--- config.mk ---
export PLATFORM = sky130hd
export DESIGN_NAME = text_console_cursor_engine_core
export DESIGN_NICKNAME = d
export VERILOG_FILES = /design/src/rtl/core/tcce_pkg.sv /design/src/rtl/core/text_console_cursor_engine_core.sv /design/src/rtl/core/tcce_divider.sv /design/src/rtl/core/tcce_datapath.sv /design/src/rtl/core/tcce_controller.sv
export SDC_FILE = /design/constraint.sdc
export NUM_CORES = 1
export LEC_CHECK = 0
export ABC_CLOCK_PERIOD_IN_PS = 9300
export BUFFER_PORTS_ARGS = -buffer_cell sky130_fd_sc_hd__buf_4
export CAP_MARGIN = 20
export CELL_PAD_IN_SITES_DETAIL_PLACEMENT = 0
export CELL_PAD_IN_SITES_GLOBAL_PLACEMENT = 1
export CORE_UTILIZATION = 45
export DETAILED_ROUTE_END_ITERATION = 8
export GPL_TIMING_DRIVEN = 0
export PLACE_DENSITY = 0.8
export SYNTH_ARGS = -nofsm -noshare
export SYNTH_HDL_FRONTEND = slang
export SYNTH_HIERARCHICAL = 1
export SYNTH_SLANG_ARGS = --single-unit
--- constraint.sdc ---
create_clock -name clock -period 9.3 [get_ports clock]
set_input_delay 0 -clock clock [delete_from_list [all_inputs] [get_ports clock]]
set_output_delay 0 -clock clock [all_outputs]
set_load 0.02 [all_outputs]
--- src/rtl/core/tcce_pkg.sv ---
// Shared types, widths and codes of the text console cursor engine.
// No dependencies; imported by every module of the block.
package tcce_pkg;

   localparam int CharW    = 8;
   localparam int CoordW   = 12;
   localparam int ScaleW   = 5;
   localparam int CurW     = 16;
   localparam int PixW     = 16;
   localparam int GlyphW   = 8;
   localparam int ScrollW  = 6;
   localparam int LhW      = 7;
   localparam int CsrIdxW  = 3;
   localparam int CsrDataW = 16;
   localparam int DivNumW  = 16;
   localparam int DivDenW  = 12;
   localparam int RspDataW = 48;

   localparam logic [CharW-1:0] CHAR_NUL       = 8'd0;
   localparam logic [CharW-1:0] CHAR_BACKSPACE = 8'd8;
   localparam logic [CharW-1:0] CHAR_NEWLINE   = 8'd10;
   localparam logic [CharW-1:0] CHAR_SPACE     = 8'd32;

   localparam logic [CsrIdxW-1:0] REG_ORIGIN_X      = 3'd0;
   localparam logic [CsrIdxW-1:0] REG_ORIGIN_Y      = 3'd1;
   localparam logic [CsrIdxW-1:0] REG_AREA_WIDTH    = 3'd2;
   localparam logic [CsrIdxW-1:0] REG_AREA_HEIGHT   = 3'd3;
   localparam logic [CsrIdxW-1:0] REG_GLYPH_SCALE   = 3'd4;
   localparam logic [CsrIdxW-1:0] REG_START_CURSOR  = 3'd5;
   localparam logic [CsrIdxW-1:0] REG_START_PROTECT = 3'd6;

   localparam logic [CoordW-1:0] AREA_WIDTH_RESET  = 12'd1024;
   localparam logic [CoordW-1:0] AREA_HEIGHT_RESET = 12'd768;
   localparam logic [ScaleW-1:0] GLYPH_SCALE_RESET = 5'd1;

   localparam logic [ScrollW-1:0] SCROLL_MAX = 6'd63;

   typedef enum logic [1:0] {
      CH_NUL,
      CH_BACKSPACE,
      CH_NEWLINE,
      CH_PRINT
   } char_class_type;

   typedef enum logic [1:0] {
      DIV_SEL_CPL,
      DIV_SEL_VL,
      DIV_SEL_POS
   } div_sel_type;

   typedef enum logic [3:0] {
      ST_IDLE,
      ST_CPL,
      ST_VL,
      ST_POS1_START,
      ST_POS1,
      ST_POS2_START,
      ST_POS2,
      ST_EMIT_DRAW,
      ST_EMIT_SCROLL
   } state_type;

   typedef struct packed {
      logic        load_char;
      logic        div_start;
      div_sel_type div_sel;
      logic        latch_cpl;
      logic        latch_vl;
      logic        cur_dec;
      logic        cur_inc;
      logic        cur_newline;
      logic        calc_draw;
      logic        latch_scroll;
      logic        load_draw;
      logic        load_scroll;
   } ctrl_cmd_type;

   typedef struct packed {
      char_class_type req_class;
      char_class_type cur_class;
      logic           div_done;
      logic           erase_ok;
      logic           scroll_hit;
      logic           scroll_pending;
      logic           out_free;
   } ctrl_sts_type;

   function automatic char_class_type classify(input logic [CharW-1:0] c);
      char_class_type k;
      if (c == CHAR_NUL) begin
         k = CH_NUL;
      end else if (c == CHAR_BACKSPACE) begin
         k = CH_BACKSPACE;
      end else if (c == CHAR_NEWLINE) begin
         k = CH_NEWLINE;
      end else begin
         k = CH_PRINT;
      end
      return k;
   endfunction

endpackage

--- src/rtl/core/text_console_cursor_engine_core.sv ---
// Text console cursor engine: per byte, 0 to 2 draw/scroll transactions.
// A zero byte is accepted and dropped while the engine stays idle; a refused backspace
// frees the input after the line-geometry divides; an erase presents a draw; a printable
// byte presents a draw, followed by any scroll once the draw is taken; a newline presents
// only a scroll, if any; outputs wait on rsp_tready. One byte is in work at a time, and
// up to four divider passes set the rate. Reset is synchronous.
module text_console_cursor_engine_core import tcce_pkg::*; (
   input  logic                clock,
   input  logic                reset,
   input  logic                csr_we,
   input  logic [CsrIdxW-1:0]  csr_index,
   input  logic [CsrDataW-1:0] csr_wdata,
   input  logic                req_tvalid,
   output logic                req_tready,
   input  logic [CharW-1:0]    req_tdata,   // [7:0] char_code
   output logic                rsp_tvalid,
   input  logic                rsp_tready,
   // [15:0] pixel_x, [31:16] pixel_y, [39:32] glyph, [45:40] scroll_pixels
   output logic [RspDataW-1:0] rsp_tdata,
   output logic                rsp_tuser,   // [0] command_kind
   output logic                rsp_tlast    // last_of_run
);

   ctrl_cmd_type cmd;
   ctrl_sts_type sts;

   tcce_controller u_controller (
      .clock      (clock),
      .reset      (reset),
      .req_tvalid (req_tvalid),
      .req_tready (req_tready),
      .sts        (sts),
      .cmd        (cmd)
   );

   tcce_datapath u_datapath (
      .clock      (clock),
      .reset      (reset),
      .csr_we     (csr_we),
      .csr_index  (csr_index),
      .csr_wdata  (csr_wdata),
      .req_char   (req_tdata),
      .rsp_tvalid (rsp_tvalid),
      .rsp_tready (rsp_tready),
      .rsp_tdata  (rsp_tdata),
      .rsp_tuser  (rsp_tuser),
      .rsp_tlast  (rsp_tlast),
      .cmd        (cmd),
      .sts        (sts)
   );

endmodule

--- src/rtl/core/tcce_divider.sv ---
// Restoring divider, one quotient bit per cycle, shared by all divides.
// Depends on tcce_pkg for operand widths.
module tcce_divider import tcce_pkg::*; (
   input  logic               clock,
   input  logic               reset,
   input  logic               start,
   input  logic [DivNumW-1:0] dividend,
   input  logic [DivDenW-1:0] divisor,
   output logic               done,
   output logic [DivNumW-1:0] quotient,
   output logic [DivDenW-1:0] remainder
);

   localparam int CntW = $clog2(DivNumW);

   logic               busy_ff, busy_in;
   logic               done_ff, done_in;
   logic [CntW-1:0]    cnt_ff, cnt_in;
   logic [DivNumW-1:0] quo_ff, quo_in;
   logic [DivDenW-1:0] rem_ff, rem_in;
   logic [DivDenW-1:0] div_ff, div_in;
   logic [DivDenW:0]   trial;
   logic [DivDenW:0]   diff;

   always_comb begin
      trial   = {rem_ff, quo_ff[DivNumW-1]};
      diff    = trial - {1'b0, div_ff};
      busy_in = busy_ff;
      done_in = 1'b0;
      cnt_in  = cnt_ff;
      quo_in  = quo_ff;
      rem_in  = rem_ff;
      div_in  = div_ff;
      if (start) begin
         busy_in = 1'b1;
         cnt_in  = '0;
         quo_in  = dividend;
         rem_in  = '0;
         div_in  = divisor;
      end else if (busy_ff) begin
         if (trial >= {1'b0, div_ff}) begin
            rem_in = diff[DivDenW-1:0];
            quo_in = {quo_ff[DivNumW-2:0], 1'b1};
         end else begin
            rem_in = trial[DivDenW-1:0];
            quo_in = {quo_ff[DivNumW-2:0], 1'b0};
         end
         cnt_in = cnt_ff + 1'b1;
         if (cnt_ff == CntW'(DivNumW - 1)) begin
            busy_in = 1'b0;
            done_in = 1'b1;
         end
      end
   end

   always_ff @(posedge clock) begin
      if (reset) begin
         busy_ff <= 1'b0;
         done_ff <= 1'b0;
         cnt_ff  <= '0;
      end else begin
         busy_ff <= busy_in;
         done_ff <= done_in;
         cnt_ff  <= cnt_in;
      end
      quo_ff <= quo_in;
      rem_ff <= rem_in;
      div_ff <= div_in;
   end

   assign done      = done_ff;
   assign quotient  = quo_ff;
   assign remainder = rem_ff;

   a_rem_below_divisor: assert property (@(posedge clock) disable iff (reset)
      done_ff |-> (rem_ff < div_ff))
      else $error("divider remainder not below divisor");

   a_no_restart_busy: assert property (@(posedge clock) disable iff (reset)
      start |-> !busy_ff)
      else $error("divider started while busy");

endmodule

--- src/rtl/core/tcce_datapath.sv ---
// Datapath: configuration registers, cursor and mark, line geometry,
// pixel math and the result register. Uses tcce_pkg and tcce_divider.
module tcce_datapath import tcce_pkg::*; (
   input  logic                clock,
   input  logic                reset,
   input  logic                csr_we,
   input  logic [CsrIdxW-1:0]  csr_index,
   input  logic [CsrDataW-1:0] csr_wdata,
   input  logic [CharW-1:0]    req_char,
   output logic                rsp_tvalid,
   input  logic                rsp_tready,
   output logic [RspDataW-1:0] rsp_tdata,
   output logic                rsp_tuser,
   output logic                rsp_tlast,
   input  ctrl_cmd_type        cmd,
   output ctrl_sts_type        sts
);

   logic [CoordW-1:0]  origin_x_ff, origin_y_ff, area_width_ff, area_height_ff;
   logic [ScaleW-1:0]  scale_ff;
   logic [CurW-1:0]    cursor_ff, cursor_in;
   logic [CurW-1:0]    mark_ff, mark_in;
   logic [CharW-1:0]   char_ff;
   logic [CoordW-1:0]  cpl_ff;
   logic [CoordW-1:0]  vl_ff;
   logic               scroll_ff;
   logic [PixW-1:0]    px_ff, py_ff;
   logic [GlyphW-1:0]  glyph_ff;

   logic               out_valid_ff;
   logic               out_kind_ff;
   logic               out_last_ff;
   logic [PixW-1:0]    out_px_ff, out_py_ff;
   logic [GlyphW-1:0]  out_glyph_ff;
   logic [ScrollW-1:0] out_sp_ff;

   logic [ScaleW-1:0]  scale_eff;
   logic [LhW-1:0]     lh;
   logic [ScrollW-1:0] sp;
   logic [DivNumW-1:0] div_num;
   logic [DivDenW-1:0] div_den;
   logic               div_done;
   logic [DivNumW-1:0] div_quo;
   logic [DivDenW-1:0] div_rem;
   logic [16:0]        prod_x;
   logic [17:0]        sum_x;
   logic [22:0]        prod_y;
   logic [23:0]        sum_y;
   logic [CurW:0]      nl_sum;
   logic [CurW:0]      line_next;
   logic               out_free;

   assign scale_eff = (scale_ff == '0) ? ScaleW'(1) : scale_ff;
   assign lh        = {1'b0, scale_eff, 1'b0} + LhW'(2);
   assign sp        = (lh > LhW'(SCROLL_MAX)) ? SCROLL_MAX : lh[ScrollW-1:0];

   always_comb begin
      unique case (cmd.div_sel)
         DIV_SEL_CPL: begin
            div_num = DivNumW'(area_width_ff);
            div_den = DivDenW'(scale_eff);
         end
         DIV_SEL_VL: begin
            div_num = DivNumW'(area_height_ff);
            div_den = DivDenW'(lh);
         end
         default: begin
            div_num = cursor_ff;
            div_den = cpl_ff;
         end
      endcase
   end

   tcce_divider u_divider (
      .clock     (clock),
      .reset     (reset),
      .start     (cmd.div_start),
      .dividend  (div_num),
      .divisor   (div_den),
      .done      (div_done),
      .quotient  (div_quo),
      .remainder (div_rem)
   );

   // pixel position of the cell named by the last position divide
   assign prod_x = 17'(scale_eff) * 17'(div_rem);
   assign sum_x  = 18'(prod_x) + 18'(origin_x_ff);
   assign prod_y = 23'(lh) * 23'(div_quo);
   assign sum_y  = 24'(prod_y) + 24'(origin_y_ff);

   assign nl_sum    = {1'b0, cursor_ff} + 17'(cpl_ff - div_rem);
   assign line_next = {1'b0, div_quo} + 17'd1;
   assign out_free  = !out_valid_ff || rsp_tready;

   always_comb begin
      cursor_in = cursor_ff;
      mark_in   = mark_ff;
      if (csr_we && csr_index == REG_START_CURSOR) begin
         cursor_in = csr_wdata;
      end else if (cmd.cur_dec) begin
         cursor_in = cursor_ff - 1'b1;
      end else if (cmd.cur_inc) begin
         cursor_in = (cursor_ff == '1) ? cursor_ff : cursor_ff + 1'b1;
      end else if (cmd.cur_newline) begin
         cursor_in = nl_sum[CurW] ? '1 : nl_sum[CurW-1:0];
      end else if (cmd.load_scroll) begin
         cursor_in = (cursor_ff >= CurW'(cpl_ff)) ? cursor_ff - CurW'(cpl_ff) : '0;
      end
      if (csr_we && csr_index == REG_START_PROTECT) begin
         mark_in = csr_wdata;
      end else if (cmd.load_scroll) begin
         mark_in = (mark_ff >= CurW'(cpl_ff)) ? mark_ff - CurW'(cpl_ff) : '0;
      end
   end

   always_ff @(posedge clock) begin
      if (reset) begin
         origin_x_ff    <= '0;
         origin_y_ff    <= '0;
         area_width_ff  <= AREA_WIDTH_RESET;
         area_height_ff <= AREA_HEIGHT_RESET;
         scale_ff       <= GLYPH_SCALE_RESET;
         cursor_ff      <= '0;
         mark_ff        <= '0;
         scroll_ff      <= 1'b0;
         out_valid_ff   <= 1'b0;
      end else begin
         if (csr_we) begin
            case (csr_index)
               REG_ORIGIN_X:    origin_x_ff    <= csr_wdata[CoordW-1:0];
               REG_ORIGIN_Y:    origin_y_ff    <= csr_wdata[CoordW-1:0];
               REG_AREA_WIDTH:  area_width_ff  <= csr_wdata[CoordW-1:0];
               REG_AREA_HEIGHT: area_height_ff <= csr_wdata[CoordW-1:0];
               REG_GLYPH_SCALE: scale_ff       <= csr_wdata[ScaleW-1:0];
               default: ;
            endcase
         end
         cursor_ff <= cursor_in;
         mark_ff   <= mark_in;
         if (cmd.load_char) begin
            scroll_ff <= 1'b0;
         end else if (cmd.latch_scroll) begin
            scroll_ff <= line_next >= 17'(vl_ff);
         end
         if (cmd.load_draw || cmd.load_scroll) begin
            out_valid_ff <= 1'b1;
         end else if (rsp_tready) begin
            out_valid_ff <= 1'b0;
         end
      end
      if (cmd.load_char) begin
         char_ff <= req_char;
      end
      if (cmd.latch_cpl) begin
         cpl_ff <= (div_quo == '0) ? CoordW'(1) : div_quo[CoordW-1:0];
      end
      if (cmd.latch_vl) begin
         vl_ff <= div_quo[CoordW-1:0];
      end
      if (cmd.calc_draw) begin
         px_ff    <= (sum_x[17:16] != '0) ? '1 : sum_x[PixW-1:0];
         py_ff    <= (sum_y[23:16] != '0) ? '1 : sum_y[PixW-1:0];
         glyph_ff <= (classify(char_ff) == CH_BACKSPACE) ? CHAR_SPACE : char_ff;
      end
      if (cmd.load_draw) begin
         out_kind_ff  <= 1'b0;
         out_last_ff  <= !scroll_ff;
         out_px_ff    <= px_ff;
         out_py_ff    <= py_ff;
         out_glyph_ff <= glyph_ff;
         out_sp_ff    <= '0;
      end else if (cmd.load_scroll) begin
         out_kind_ff  <= 1'b1;
         out_last_ff  <= 1'b1;
         out_px_ff    <= '0;
         out_py_ff    <= '0;
         out_glyph_ff <= '0;
         out_sp_ff    <= sp;
      end
   end

   assign rsp_tvalid = out_valid_ff;
   assign rsp_tuser  = out_kind_ff;
   assign rsp_tlast  = out_last_ff;
   assign rsp_tdata  = {2'b00, out_sp_ff, out_glyph_ff, out_py_ff, out_px_ff};

   assign sts.req_class      = classify(req_char);
   assign sts.cur_class      = classify(char_ff);
   assign sts.div_done       = div_done;
   assign sts.erase_ok       = cursor_ff > mark_ff;
   assign sts.scroll_hit     = line_next >= 17'(vl_ff);
   assign sts.scroll_pending = scroll_ff;
   assign sts.out_free       = out_free;

   a_scroll_is_last: assert property (@(posedge clock) disable iff (reset)
      (out_valid_ff && out_kind_ff) |-> out_last_ff)
      else $error("scroll transaction not marked last");

endmodule

--- src/rtl/core/tcce_controller.sv ---
// Sequencer of the cursor engine: steps each nonzero byte through the divides,
// the cursor update and the result loads. Uses tcce_pkg types.
module tcce_controller import tcce_pkg::*; (
   input  logic         clock,
   input  logic         reset,
   input  logic         req_tvalid,
   output logic         req_tready,
   input  ctrl_sts_type sts,
   output ctrl_cmd_type cmd
);

   state_type state_ff, state_in;
   logic      take;

   assign take = req_tvalid && (sts.req_class != CH_NUL);

   always_comb begin
      state_in = state_ff;
      unique case (state_ff)
         ST_IDLE: begin
            if (take) state_in = ST_CPL;
         end
         ST_CPL: begin
            if (sts.div_done) state_in = ST_VL;
         end
         ST_VL: begin
            if (sts.div_done) begin
               if (sts.cur_class == CH_BACKSPACE && !sts.erase_ok) begin
                  state_in = ST_IDLE;
               end else begin
                  state_in = ST_POS1_START;
               end
            end
         end
         ST_POS1_START: state_in = ST_POS1;
         ST_POS1: begin
            if (sts.div_done) begin
               state_in = (sts.cur_class == CH_BACKSPACE) ? ST_EMIT_DRAW : ST_POS2_START;
            end
         end
         ST_POS2_START: state_in = ST_POS2;
         ST_POS2: begin
            if (sts.div_done) begin
               priority if (sts.cur_class == CH_PRINT) begin
                  state_in = ST_EMIT_DRAW;
               end else if (sts.scroll_hit) begin
                  state_in = ST_EMIT_SCROLL;
               end else begin
                  state_in = ST_IDLE;
               end
            end
         end
         ST_EMIT_DRAW: begin
            if (sts.out_free) state_in = sts.scroll_pending ? ST_EMIT_SCROLL : ST_IDLE;
         end
         ST_EMIT_SCROLL: begin
            if (sts.out_free) state_in = ST_IDLE;
         end
         default: state_in = ST_IDLE;
      endcase
   end

   always_comb begin
      cmd         = '0;
      cmd.div_sel = DIV_SEL_POS;
      req_tready  = 1'b0;
      unique case (state_ff)
         ST_IDLE: begin
            req_tready = 1'b1;
            if (take) begin
               cmd.load_char = 1'b1;
               cmd.div_start = 1'b1;
               cmd.div_sel   = DIV_SEL_CPL;
            end
         end
         ST_CPL: begin
            if (sts.div_done) begin
               cmd.latch_cpl = 1'b1;
               cmd.div_start = 1'b1;
               cmd.div_sel   = DIV_SEL_VL;
            end
         end
         ST_VL: begin
            if (sts.div_done) begin
               cmd.latch_vl = 1'b1;
               cmd.cur_dec  = (sts.cur_class == CH_BACKSPACE) && sts.erase_ok;
            end
         end
         ST_POS1_START, ST_POS2_START: begin
            cmd.div_start = 1'b1;
         end
         ST_POS1: begin
            if (sts.div_done) begin
               cmd.calc_draw   = 1'b1;
               cmd.cur_inc     = (sts.cur_class == CH_PRINT);
               cmd.cur_newline = (sts.cur_class == CH_NEWLINE);
            end
         end
         ST_POS2: begin
            cmd.latch_scroll = sts.div_done;
         end
         ST_EMIT_DRAW: begin
            cmd.load_draw = sts.out_free;
         end
         ST_EMIT_SCROLL: begin
            cmd.load_scroll = sts.out_free;
         end
         default: ;
      endcase
   end

   always_ff @(posedge clock) begin
      if (reset) begin
         state_ff <= ST_IDLE;
      end else begin
         state_ff <= state_in;
      end
   end

   a_draw_needs_glyph: assert property (@(posedge clock) disable iff (reset)
      (state_ff == ST_EMIT_DRAW) |->
         (sts.cur_class == CH_BACKSPACE || sts.cur_class == CH_PRINT))
      else $error("draw issued for a byte that does not draw");

endmodule
==> impl_metrics.ini, run 1 <==
[sta]
finalCritPeriodShare_pct = 78.2
grt_setup_unrepaired = no
hold_viol = 0
max_slew_margin_pct = 34.4
timing.fmax_mhz = 137
worst_slew_pin_slew_ns = 0.983
fin_skew_ns = 0.0165
final_max_slew_viol_count = 0
fin_tns_setup_ns = 0
finalWorstSetupSlack_ns = 2.03
finalWorstPathRequiredPeriod_ns = 7.27
finalSetupViolCount = 0

[place]
io_buffers = 78
hpwl_mm = 51.6
place_worst_setup_slack_ns = 2.04
gp_congestion = 0.956

[outcome]
status = finished with violations
violated_checks = design-rule violations

[run]
max_cap_viol_count = 0

[die]
design.die.area_sq_um = 48700
initial_utilization_pct = 45.9
vert_die_dim_microns = 221
placementRows = 79
pin_count = 84
placeableCoreArea_sq_um = 46900
die_width_microns = 221

[setup_path]
critical_path_required_ns = 9.62
worst_r2r_startpoint = u_datapath/scale_ff[3]$_SDFFE_PP0P_
r2r_setup_slack_ns = 2.03
worstPathArrival_ns = 7.59
worst_setup_path_start_kind = flip-flop
endpoint_kind = flip-flop
regToRegEndpoint = u_datapath/py_ff[13]$_SDFFCE_PP1P_
cp-endpoint = u_datapath/py_ff[13]$_SDFFCE_PP1P_
timing.critical_path.fanout_max = 10
setup.worst_path.start = u_datapath/scale_ff[3]$_SDFFE_PP0P_
rr_worst_depth = 21
crit_type = reg2reg

[global_route]
number_of_antenna_violations_at_the_first_check_in_global_routing = 1
grt_start_max_net_pins = 25
grt-ovfl-total = 0
via_count_of_the_first_global_routing_pass = 17800
first_pass_grt_wire_length_mm = 101
global_router_s_overall_resource_usage_pct = 27.1

[power_and_ir_drop]
cellLeakagePower_nw = 10.3
power_density_nw_per_um2 = 201
irDropWorstVdd_v = 0.000137

[route]
vias = 18200
drtAntennaViolNets = 0
routed_wire_length_per_instance_microns = 20.2
first_iter_violations = 1333
totalWireLength_mm = 65.2
detail_route.first_pass.iterations = 8
drc_errors = 12
via_per_inst = 5.64

[min_path]
hold_path_depth = 3
timing.hold.worst.class = in2reg

[cts]
cts.htree.levels = 1
clk_root_buffer_cell = sky130_fd_sc_hd__clkbuf_16
cts_tree = yes
cts-hold-fix-buffers = 33
clkSinkCount = 257
post_cts_clock_slew_at_the_launch_and_capture_registers_of_the_worst_setup_and_hold_paths_ns = 0.07
clockBufferDepth = 3
cts_made_buffers = 30
clock_latency_ns = 0.59
cts-resized-gates = 0
postCtsSetupBuffers = 0

[finish]
syn_to_final_growth_pct = 13.2
antenna_cells_inserted = 0
finalCoreUtilization_pct = 52.0
net_count_of_the_finished_layout = 2922
post_route_cells_drive_above_1_share_pct = 9.24

[logic_synthesis]
syn_area_per_cell_sq_um = 8.80
ys_dominant_reg_cell = sky130_fd_sc_hd__edfxtp_1
post_synth_cell_types = 104
synthesized_netlist_cell_count = 2445
synth-edff-count = 141
yosys_warnings = 6
postSynthRegisterBits = 257
synth_seq_area_share_pct = 30.5
async_reset_ff_share_pct = 0
syn_area_sq_um = 21500
final cells by class:
type | count | area (sq um)
sequential | 257 | 6560
fill | 4408 | 22500
inverter | 223 | 837
buffer | 137 | 629
multi-input combinational | 1829 | 13500
timing repair buffer | 117 | 1000
clock buffer | 31 | 776
clock inverter | 25 | 294
tap | 607 | 759
metrics by stage:
stage	hold WS (ns)	std cells	total power, mW	cell area, sq um
finish	0.128	3226	4.89	24400
global route	0.130	3226	5.20	24400
CTS	0.0862	3226	4.90	24400
detailed placement	0.200	3137	3.59	23000
global placement	0.200	3131	3.55	22900
floorplan	0.0691	2446	3.00	21500
cells in the mapped netlist (23+ instances only):
library cell / number / area (sq um)
sky130_fd_sc_hd__nor2b_1: 24 / 150
sky130_fd_sc_hd__fa_1: 113 / 2260
sky130_fd_sc_hd__a21o_1: 36 / 270
sky130_fd_sc_hd__a21oi_1: 145 / 726
sky130_fd_sc_hd__o21ai_0: 114 / 571
sky130_fd_sc_hd__nand3_1: 56 / 280
sky130_fd_sc_hd__inv_1: 221 / 830
sky130_fd_sc_hd__nor3_1: 61 / 305
sky130_fd_sc_hd__xnor2_1: 64 / 561
sky130_fd_sc_hd__nand2_1: 296 / 1110
sky130_fd_sc_hd__ha_1: 182 / 2280
sky130_fd_sc_hd__mux2i_1: 24 / 240
sky130_fd_sc_hd__xor2_1: 23 / 201
sky130_fd_sc_hd__o21a_1: 24 / 180
sky130_fd_sc_hd__and2_1: 109 / 682
sky130_fd_sc_hd__dfxtp_1: 116 / 2320
sky130_fd_sc_hd__edfxtp_1: 141 / 4230
sky130_fd_sc_hd__a211oi_1: 25 / 188
sky130_fd_sc_hd__nor2_1: 184 / 691
sky130_fd_sc_hd__clkbuf_1: 97 / 364
layout by cell type, fill, tap and decap left out, drive strengths merged, types with 26 or more instances in the layout:
cell type      n
a21oi        148
nor2         187
nor3          63
nand3         56
clkbuf       131
fa           113
nand2        298
dlygate4sd3   33
inv          227
xnor2         64
ha           182
buf          121
and2         110
a21o          38
o21ai        122
dfxtp        116
edfxtp       141
a211oi        26
where the power goes:
group,switching [mW],internal [mW],total [mW]
Combinational,1.27,0.829,2.10
Sequential,0.147,1.37,1.51
Clock,0.529,0.753,1.28
metal layers:
metal / GRT usage [%] / share of wire, %
met2: 44.6 / 46
met3: 2.24 / 4.8
met5: 0 / 0
met4: 9.36 / 3.8
met1: 37.3 / 45
critical path, stage by stage (launching register included):
cell	delay, ns
sky130_fd_sc_hd__dfxtp_1	0.34
sky130_fd_sc_hd__clkbuf_1	0.50
sky130_fd_sc_hd__nor4_2	0.23
sky130_fd_sc_hd__nor2_1	0.48
sky130_fd_sc_hd__clkbuf_1	0.61
sky130_fd_sc_hd__nand2_1	0.15
sky130_fd_sc_hd__fa_1	0.51
sky130_fd_sc_hd__inv_1	0.05
sky130_fd_sc_hd__fa_1	0.49
sky130_fd_sc_hd__fa_1	0.55
sky130_fd_sc_hd__inv_1	0.06
sky130_fd_sc_hd__fa_1	0.56
sky130_fd_sc_hd__inv_1	0.06
sky130_fd_sc_hd__ha_1	0.34
sky130_fd_sc_hd__a2111oi_0	0.41
sky130_fd_sc_hd__o21ai_0	0.23
sky130_fd_sc_hd__a41oi_2	0.40
sky130_fd_sc_hd__or4b_1	0.18
sky130_fd_sc_hd__o31ai_1	0.09
sky130_fd_sc_hd__nor4b_4	0.45
sky130_fd_sc_hd__buf_6	0.20
sky130_fd_sc_hd__nand3_1	0.09
worst min-delay path by stage:
stage / startpoint / to
finish: req_tvalid / u_datapath/char_ff[6]$_DFFE_PP_
global route: req_tvalid / u_datapath/char_ff[7]$_DFFE_PP_
CTS: req_tvalid / u_datapath/char_ff[7]$_DFFE_PP_
detailed placement: req_tdata[7] / u_datapath/char_ff[7]$_DFFE_PP_
global placement: req_tdata[2] / u_datapath/char_ff[2]$_DFFE_PP_
floorplan: reset / u_controller/state_ff[0]$_SDFFE_PP0P_
kinds of logic after synthesis:
| logic type | after synthesis | share of synthesized area, % |
|---|---|---|
| and+or+nand+nor | 877 | 19.7 |
| AOI/OAI and AO/OA | 524 | 16.2 |
| buffers and inverters | 360 | 6.81 |
| adders and majority gates | 295 | 21.1 |
| DFF | 257 | 30.5 |
| xor gates and xnor gates | 87 | 3.54 |
| muxes | 44 | 2.17 |
| other | 1 | 0.0174 |
flip-flops by register name (all words and copies together) (netlist names), 16 cells and up:
name	flops
u_datapath/py_ff	16
u_datapath/cursor_ff	16
u_datapath/out_px_ff	16
u_datapath/mark_ff	16
u_datapath/out_py_ff	16
u_datapath/u_divider/quotient	16
u_datapath/px_ff	16
(Power assumes the default switching activity.)
==> run 2, diff against run 1 <==
Settings changed: ABC_CLOCK_PERIOD_IN_PS 9300 to 7300.
Clock period 9.3 ns to 7.3 ns, I/O delays scaled along.
==> impl_metrics.ini, run 2 (same netlist as run 1, synthesis figures left out) <==
[sta]
fin_skew_ns = 0.0158
max_slew_margin_pct = 36.2
finalSetupViolCount = 0
finalCritPeriodShare_pct = 92.8
whs_ns = 0.128
final_max_slew_viol_count = 0
finalWorstPathRequiredPeriod_ns = 6.78
grt_setup_unrepaired = no
timing.fmax_mhz = 148
worst_slew_pin_slew_ns = 0.957
hold_viol = 0
finalWorstSetupSlack_ns = 0.523

[setup_path]
r2r_setup_slack_ns = 0.52
critical_path.slowest_cell = sky130_fd_sc_hd__dfxtp_1
timing.critical_path.fanout_max = 10
critical_path_required_ns = 7.61
crit_path_max_incr_delay_ns = 0.62
rr_worst_depth = 20
endpoint_kind = flip-flop
path_buf_inv = 4
crit_type = reg2reg
cp-endpoint = u_datapath/py_ff[13]$_SDFFCE_PP1P_
path_delay_family = adder cells
setup.worst_path.start = u_datapath/scale_ff[4]$_SDFFE_PP0P_
worst_setup_path_start_kind = flip-flop
worst_r2r_startpoint = u_datapath/scale_ff[4]$_SDFFE_PP0P_
regToRegEndpoint = u_datapath/py_ff[13]$_SDFFCE_PP1P_
critical_path.most_common_cell = sky130_fd_sc_hd__fa_1
crit_cells = 20
path_cells = nand3_1 > nor2_1 > nor2_1 > clkbuf_1 > and2_1 > fa_1 > fa_1 > fa_1 > inv_1 > fa_1 > inv_1 > ha_1 > a2111oi_0 > o21ai_0 > a41oi_2 > or4b_1 > o31ai_1 > nor4b_4 > buf_6 > nand3_1
worstPathArrival_ns = 7.09

[route]
drc_errors = 12
routed_wire_length_per_instance_microns = 20.2
first_iter_violations = 1329
drtAntennaViolNets = 0
via_per_inst = 5.66
totalWireLength_mm = 65.3
vias = 18300
detail_route.first_pass.iterations = 8

[die]
initial_utilization_pct = 45.9
design.die.area_sq_um = 48700
die_width_microns = 221
placeableCoreArea_sq_um = 46900
vert_die_dim_microns = 221
placementRows = 79
pin_count = 84

[global_route]
global_router_s_overall_resource_usage_pct = 27.1
grt-ovfl-total = 0
first_pass_grt_wire_length_mm = 101
via_count_of_the_first_global_routing_pass = 17800
grt_start_max_net_pins = 25
number_of_antenna_violations_at_the_first_check_in_global_routing = 1

[outcome]
violated_checks = design-rule violations
status = finished with violations

[cts]
clk_root_buffer_cell = sky130_fd_sc_hd__clkbuf_16
cts_made_buffers = 30
clockBufferDepth = 3
clock_latency_ns = 0.59
post_cts_clock_slew_at_the_launch_and_capture_registers_of_the_worst_setup_and_hold_paths_ns = 0.06
cts.htree.levels = 1
clkSinkCount = 257
cts_tree = yes

[place]
gp_congestion = 0.956
hpwl_mm = 51.6
io_buffers = 78
place_worst_setup_slack_ns = 0.0366

[finish]
commonest_non_fill_non_tap_cells_in_the_layout = 296 x sky130_fd_sc_hd__nand2_1, 221 x sky130_fd_sc_hd__inv_1, 184 x sky130_fd_sc_hd__nor2_1
post_route_cells_drive_above_1_share_pct = 9.61
layout.cells.most_common = sky130_fd_sc_hd__nand2_1
num-fill-cells = 4405
finalCoreUtilization_pct = 52.1
antenna_cells_inserted = 0
net_count_of_the_finished_layout = 2924
syn_to_final_growth_pct = 13.4

[min_path]
timing.hold.worst.class = in2reg

[run]
max_cap_viol_count = 0

[power_and_ir_drop]
power_density_nw_per_um2 = 255
irDropWorstVdd_v = 0.000175
cellLeakagePower_nw = 10.4
[run 2: changes by cell type in the layout (fill, tap and decap cells not counted)]
cell / change
sky130_fd_sc_hd__buf_4: +3
sky130_fd_sc_hd__clkbuf_2: +6
sky130_fd_sc_hd__clkbuf_1: -7
sky130_fd_sc_hd__nor4_4: +1
sky130_fd_sc_hd__a21oi_1: -1
sky130_fd_sc_hd__a21oi_2: +1
sky130_fd_sc_hd__nor4_2: -1
[run 2: worst min-delay path by stage]
stage	cells past startpoint	startpoint	end
2_1_floorplan	1	reset	u_controller/state_ff[0]$_SDFFE_PP0P_
3_3_place_gp	1	req_tdata[2]	u_datapath/char_ff[2]$_DFFE_PP_
3_5_place_dp	1	req_tdata[7]	u_datapath/char_ff[7]$_DFFE_PP_
4_1_cts	3	req_tvalid	u_datapath/char_ff[7]$_DFFE_PP_
5_1_grt	3	req_tvalid	u_datapath/char_ff[7]$_DFFE_PP_
6_report	3	req_tvalid	u_datapath/char_ff[7]$_DFFE_PP_
[run 2: power breakdown]
group	leakage, nW	internal [mW]	total [mW]	switching (mW)
sequential	2.31	1.74	1.93	0.186
combinational	7.54	1.06	2.67	1.62
clock	0.503	0.959	1.63	0.674
[run 2: per-stage QoR]
step	std cells	instance area (sq um)	power (mW)	setup TNS, ns
after global routing	3228	24400	6.63	0
after floorplan	2446	21500	3.82	0
after global placement	3131	22900	4.52	-5.68
final	3228	24400	6.23	0
after CTS	3226	24400	6.24	0
after detailed placement	3137	23000	4.57	0
[run 2: cell type report]
type / instances / area (sq um) / area share [%]
Multi-Input combinational cell: 1829 / 13500 / 55.4
Timing Repair Buffer: 120 / 1020 / 4.20
Buffer: 136 / 633 / 2.59
Clock buffer: 31 / 776 / 3.18
Sequential cell: 257 / 6560 / 26.9
Clock inverter: 25 / 294 / 1.20
Tap cell: 607 / 759 / 3.11
Inverter: 223 / 837 / 3.43
[run 2: worst reg2reg max path, cell delays in order, from the launching register on]
cell and delay (ns):
sky130_fd_sc_hd__dfxtp_1 0.62, sky130_fd_sc_hd__nand3_1 0.36, sky130_fd_sc_hd__nor2_1 0.33, sky130_fd_sc_hd__nor2_1 0.17, sky130_fd_sc_hd__clkbuf_1 0.26, sky130_fd_sc_hd__and2_1 0.23
sky130_fd_sc_hd__fa_1 0.49, sky130_fd_sc_hd__fa_1 0.54, sky130_fd_sc_hd__fa_1 0.55, sky130_fd_sc_hd__inv_1 0.06, sky130_fd_sc_hd__fa_1 0.56, sky130_fd_sc_hd__inv_1 0.06
sky130_fd_sc_hd__ha_1 0.34, sky130_fd_sc_hd__a2111oi_0 0.41, sky130_fd_sc_hd__o21ai_0 0.22, sky130_fd_sc_hd__a41oi_2 0.28, sky130_fd_sc_hd__or4b_1 0.17, sky130_fd_sc_hd__o31ai_1 0.09
sky130_fd_sc_hd__nor4b_4 0.45, sky130_fd_sc_hd__buf_6 0.20, sky130_fd_sc_hd__nand3_1 0.10
[run 2: what timing repair did]
action,in CTS,in global routing
resized for setup,0,14
setup endpoints to repair,0,16
hold buffers,33,0
endpoints found under the hold margin,99,0
setup buffers,0,3
[run 2: metal layers]
metal / track usage [%] / wire, microns
met1: 37.3 / 29600
met2: 44.6 / 30200
met3: 2.24 / 3140
met4: 9.36 / 2370
met5: 0 / 0
==> run 3, diff against run 2 <==
Settings changed: REMOVE_ABC_BUFFERS set to 1.
==> impl_metrics.ini, run 3 (same netlist as run 1, synthesis figures left out) <==
[global_route]
global_router_s_overall_resource_usage_pct = 23.9
grt_start_max_net_pins = 97
global_route.usage.met2_pct = 37.6
number_of_antenna_violations_at_the_first_check_in_global_routing = 1
grt_use_met1_pct = 33.0
via_count_of_the_first_global_routing_pass = 16800
met3_usage_pct = 2.82
first_pass_grt_wire_length_mm = 91.4
grt-busiest-layer = met2
grt-ovfl-total = 0

[setup_path]
path_delay_family = adder cells
path_buf_inv = 5
timing.critical_path.fanout_max = 16
worst_setup_path_start_kind = flip-flop
critical_path.slowest_cell = sky130_fd_sc_hd__dfxtp_1
critical_path_required_ns = 7.60
crit_path_max_incr_delay_ns = 0.72
critical_path.most_common_cell = sky130_fd_sc_hd__fa_1
crit_type = reg2reg
worstPathArrival_ns = 7.04
endpoint_kind = flip-flop
path_cells = nand2_1 > xnor2_1 > buf_4 > nand2_1 > fa_1 > inv_1 > fa_1 > fa_1 > inv_1 > fa_1 > inv_1 > ha_1 > a2111oi_0 > o21ai_0 > a41oi_2 > or4b_1 > o31ai_1 > nor4b_4 > buf_12 > nand3_1

[die]
pin_count = 84
design.die.area_sq_um = 48700
die_width_microns = 221
vert_die_dim_microns = 221
placeableCoreArea_sq_um = 46900
placementRows = 79
initial_utilization_pct = 45.9

[power_and_ir_drop]
irDropWorstVdd_v = 0.000171
power_density_nw_per_um2 = 245
cellLeakagePower_nw = 10.1
total_power_mw = 5.85

[sta]
max_slew_margin_pct = 23.9
grt_setup_unrepaired = no
worst_slew_pin_slew_ns = 1.14
fin_skew_ns = 0.00942
hold_viol = 0
finalWorstPathRequiredPeriod_ns = 6.75
timing.fmax_mhz = 148
finalCritPeriodShare_pct = 92.4
final_max_slew_viol_count = 0
fin_tns_setup_ns = 0
finalWorstSetupSlack_ns = 0.553
whs_ns = 0.0998
finalSetupViolCount = 0

[route]
drc_errors = 16
vias = 17800
first_iter_violations = 1490
totalWireLength_mm = 58.1
via_per_inst = 5.73
detail_route.first_pass.iterations = 8
drtAntennaViolNets = 0
routed_wire_length_per_instance_microns = 18.7

[cts]
cts_tree = yes
clockBufferDepth = 3
clock_latency_ns = 0.57
cts_made_buffers = 30
cts.htree.levels = 1
clkSinkCount = 257
clk_root_buffer_cell = sky130_fd_sc_hd__clkbuf_16
post_cts_clock_slew_at_the_launch_and_capture_registers_of_the_worst_setup_and_hold_paths_ns = 0.06

[place]
io_buffers = 81
placedCellCount = 3012
gp_congestion = 0.894
dpl-instance-area_sq_um = 22500
place_worst_setup_slack_ns = -0.270
hpwl_mm = 43.3

[finish]
post_route_cells_drive_above_1_share_pct = 9.34
commonest_non_fill_non_tap_cells_in_the_layout = 296 x sky130_fd_sc_hd__nand2_1, 219 x sky130_fd_sc_hd__inv_1, 182 x sky130_fd_sc_hd__ha_1
layout.cells.most_common = sky130_fd_sc_hd__nand2_1
finalCoreUtilization_pct = 50.9
net_count_of_the_finished_layout = 2798
finish.instance_area_sq_um = 23800
syn_to_final_growth_pct = 10.8
instances_no_fill = 3102
antenna_cells_inserted = 0

[outcome]
violated_checks = design-rule violations
status = finished with violations

[min_path]
timing.hold.worst.class = in2reg

[run]
max_cap_viol_count = 0
## run 3: cell types whose count changed in the layout (fill, tap and decap cells not counted), sizes merged
cell / before / now
buf: 124 / 99
bufinv: 5 / 1
clkbuf: 130 / 43
clkinv: 9 / 10
clkinvlp: 7 / 1
dlygate4sd3: 33 / 31
inv: 227 / 224
## run 3: worst paths after layout
kind	cells past startpoint	slack (ns)	to	from
worst max-delay path	20	0.55	u_datapath/py_ff[4]$_SDFFCE_PP1P_	u_datapath/scale_ff[1]$_SDFFE_PP0P_
worst min-delay path	2	0.1	u_datapath/mark_ff[7]$_SDFFE_PP0P_	reset
worst max register to register	20	0.55	u_datapath/py_ff[4]$_SDFFCE_PP1P_	u_datapath/scale_ff[1]$_SDFFE_PP0P_
worst min register to register	0	0.45	u_datapath/glyph_ff[0]$_SDFFCE_PN0P_	u_datapath/char_ff[0]$_DFFE_PP_
## run 3: power by group
group	internal, mW	total (mW)	switching, mW
Combinational	0.999	2.36	1.36
Sequential	1.74	2.03	0.292
Clock	0.837	1.46	0.619
## run 3: timing repair
item	in CTS	in global routing
hold endpoints to repair	94	0
resized for setup	3	3
pin swaps	1	0
buffers inserted	1	0
endpoints found under the setup margin	16	16
hold buffers	31	0
## run 3: cell type report
cell class | instances | area (sq um)
clock buffers | 43 | 841
clock inverters | 13 | 105
repair buffers | 130 | 1160
inverters | 223 | 837
fillers | 4307 | 23000
flip-flops and latches | 257 | 6560
well taps | 607 | 759
multi-input cells | 1829 | 13600
## run 3: worst register-to-register path, delay by kind of cell (launching register included)
family	cells	cell delay, ns
flip-flops	1	0.72
XOR/XNOR	1	0.54
adder cells (fa/ha/maj)	5	2.41
AO/OA/AOI/OAI	4	1.14
AND/OR/NAND/NOR	5	1.06
buffers and inverters	5	0.60
## run 3: metal layers
metal / wire length [microns] / vias up
met5: 0 / -
met4: 2420 / 0
met3: 3770 / 123
met2: 25600 / 608
met1: 26300 / 8494
li1: - / 8560
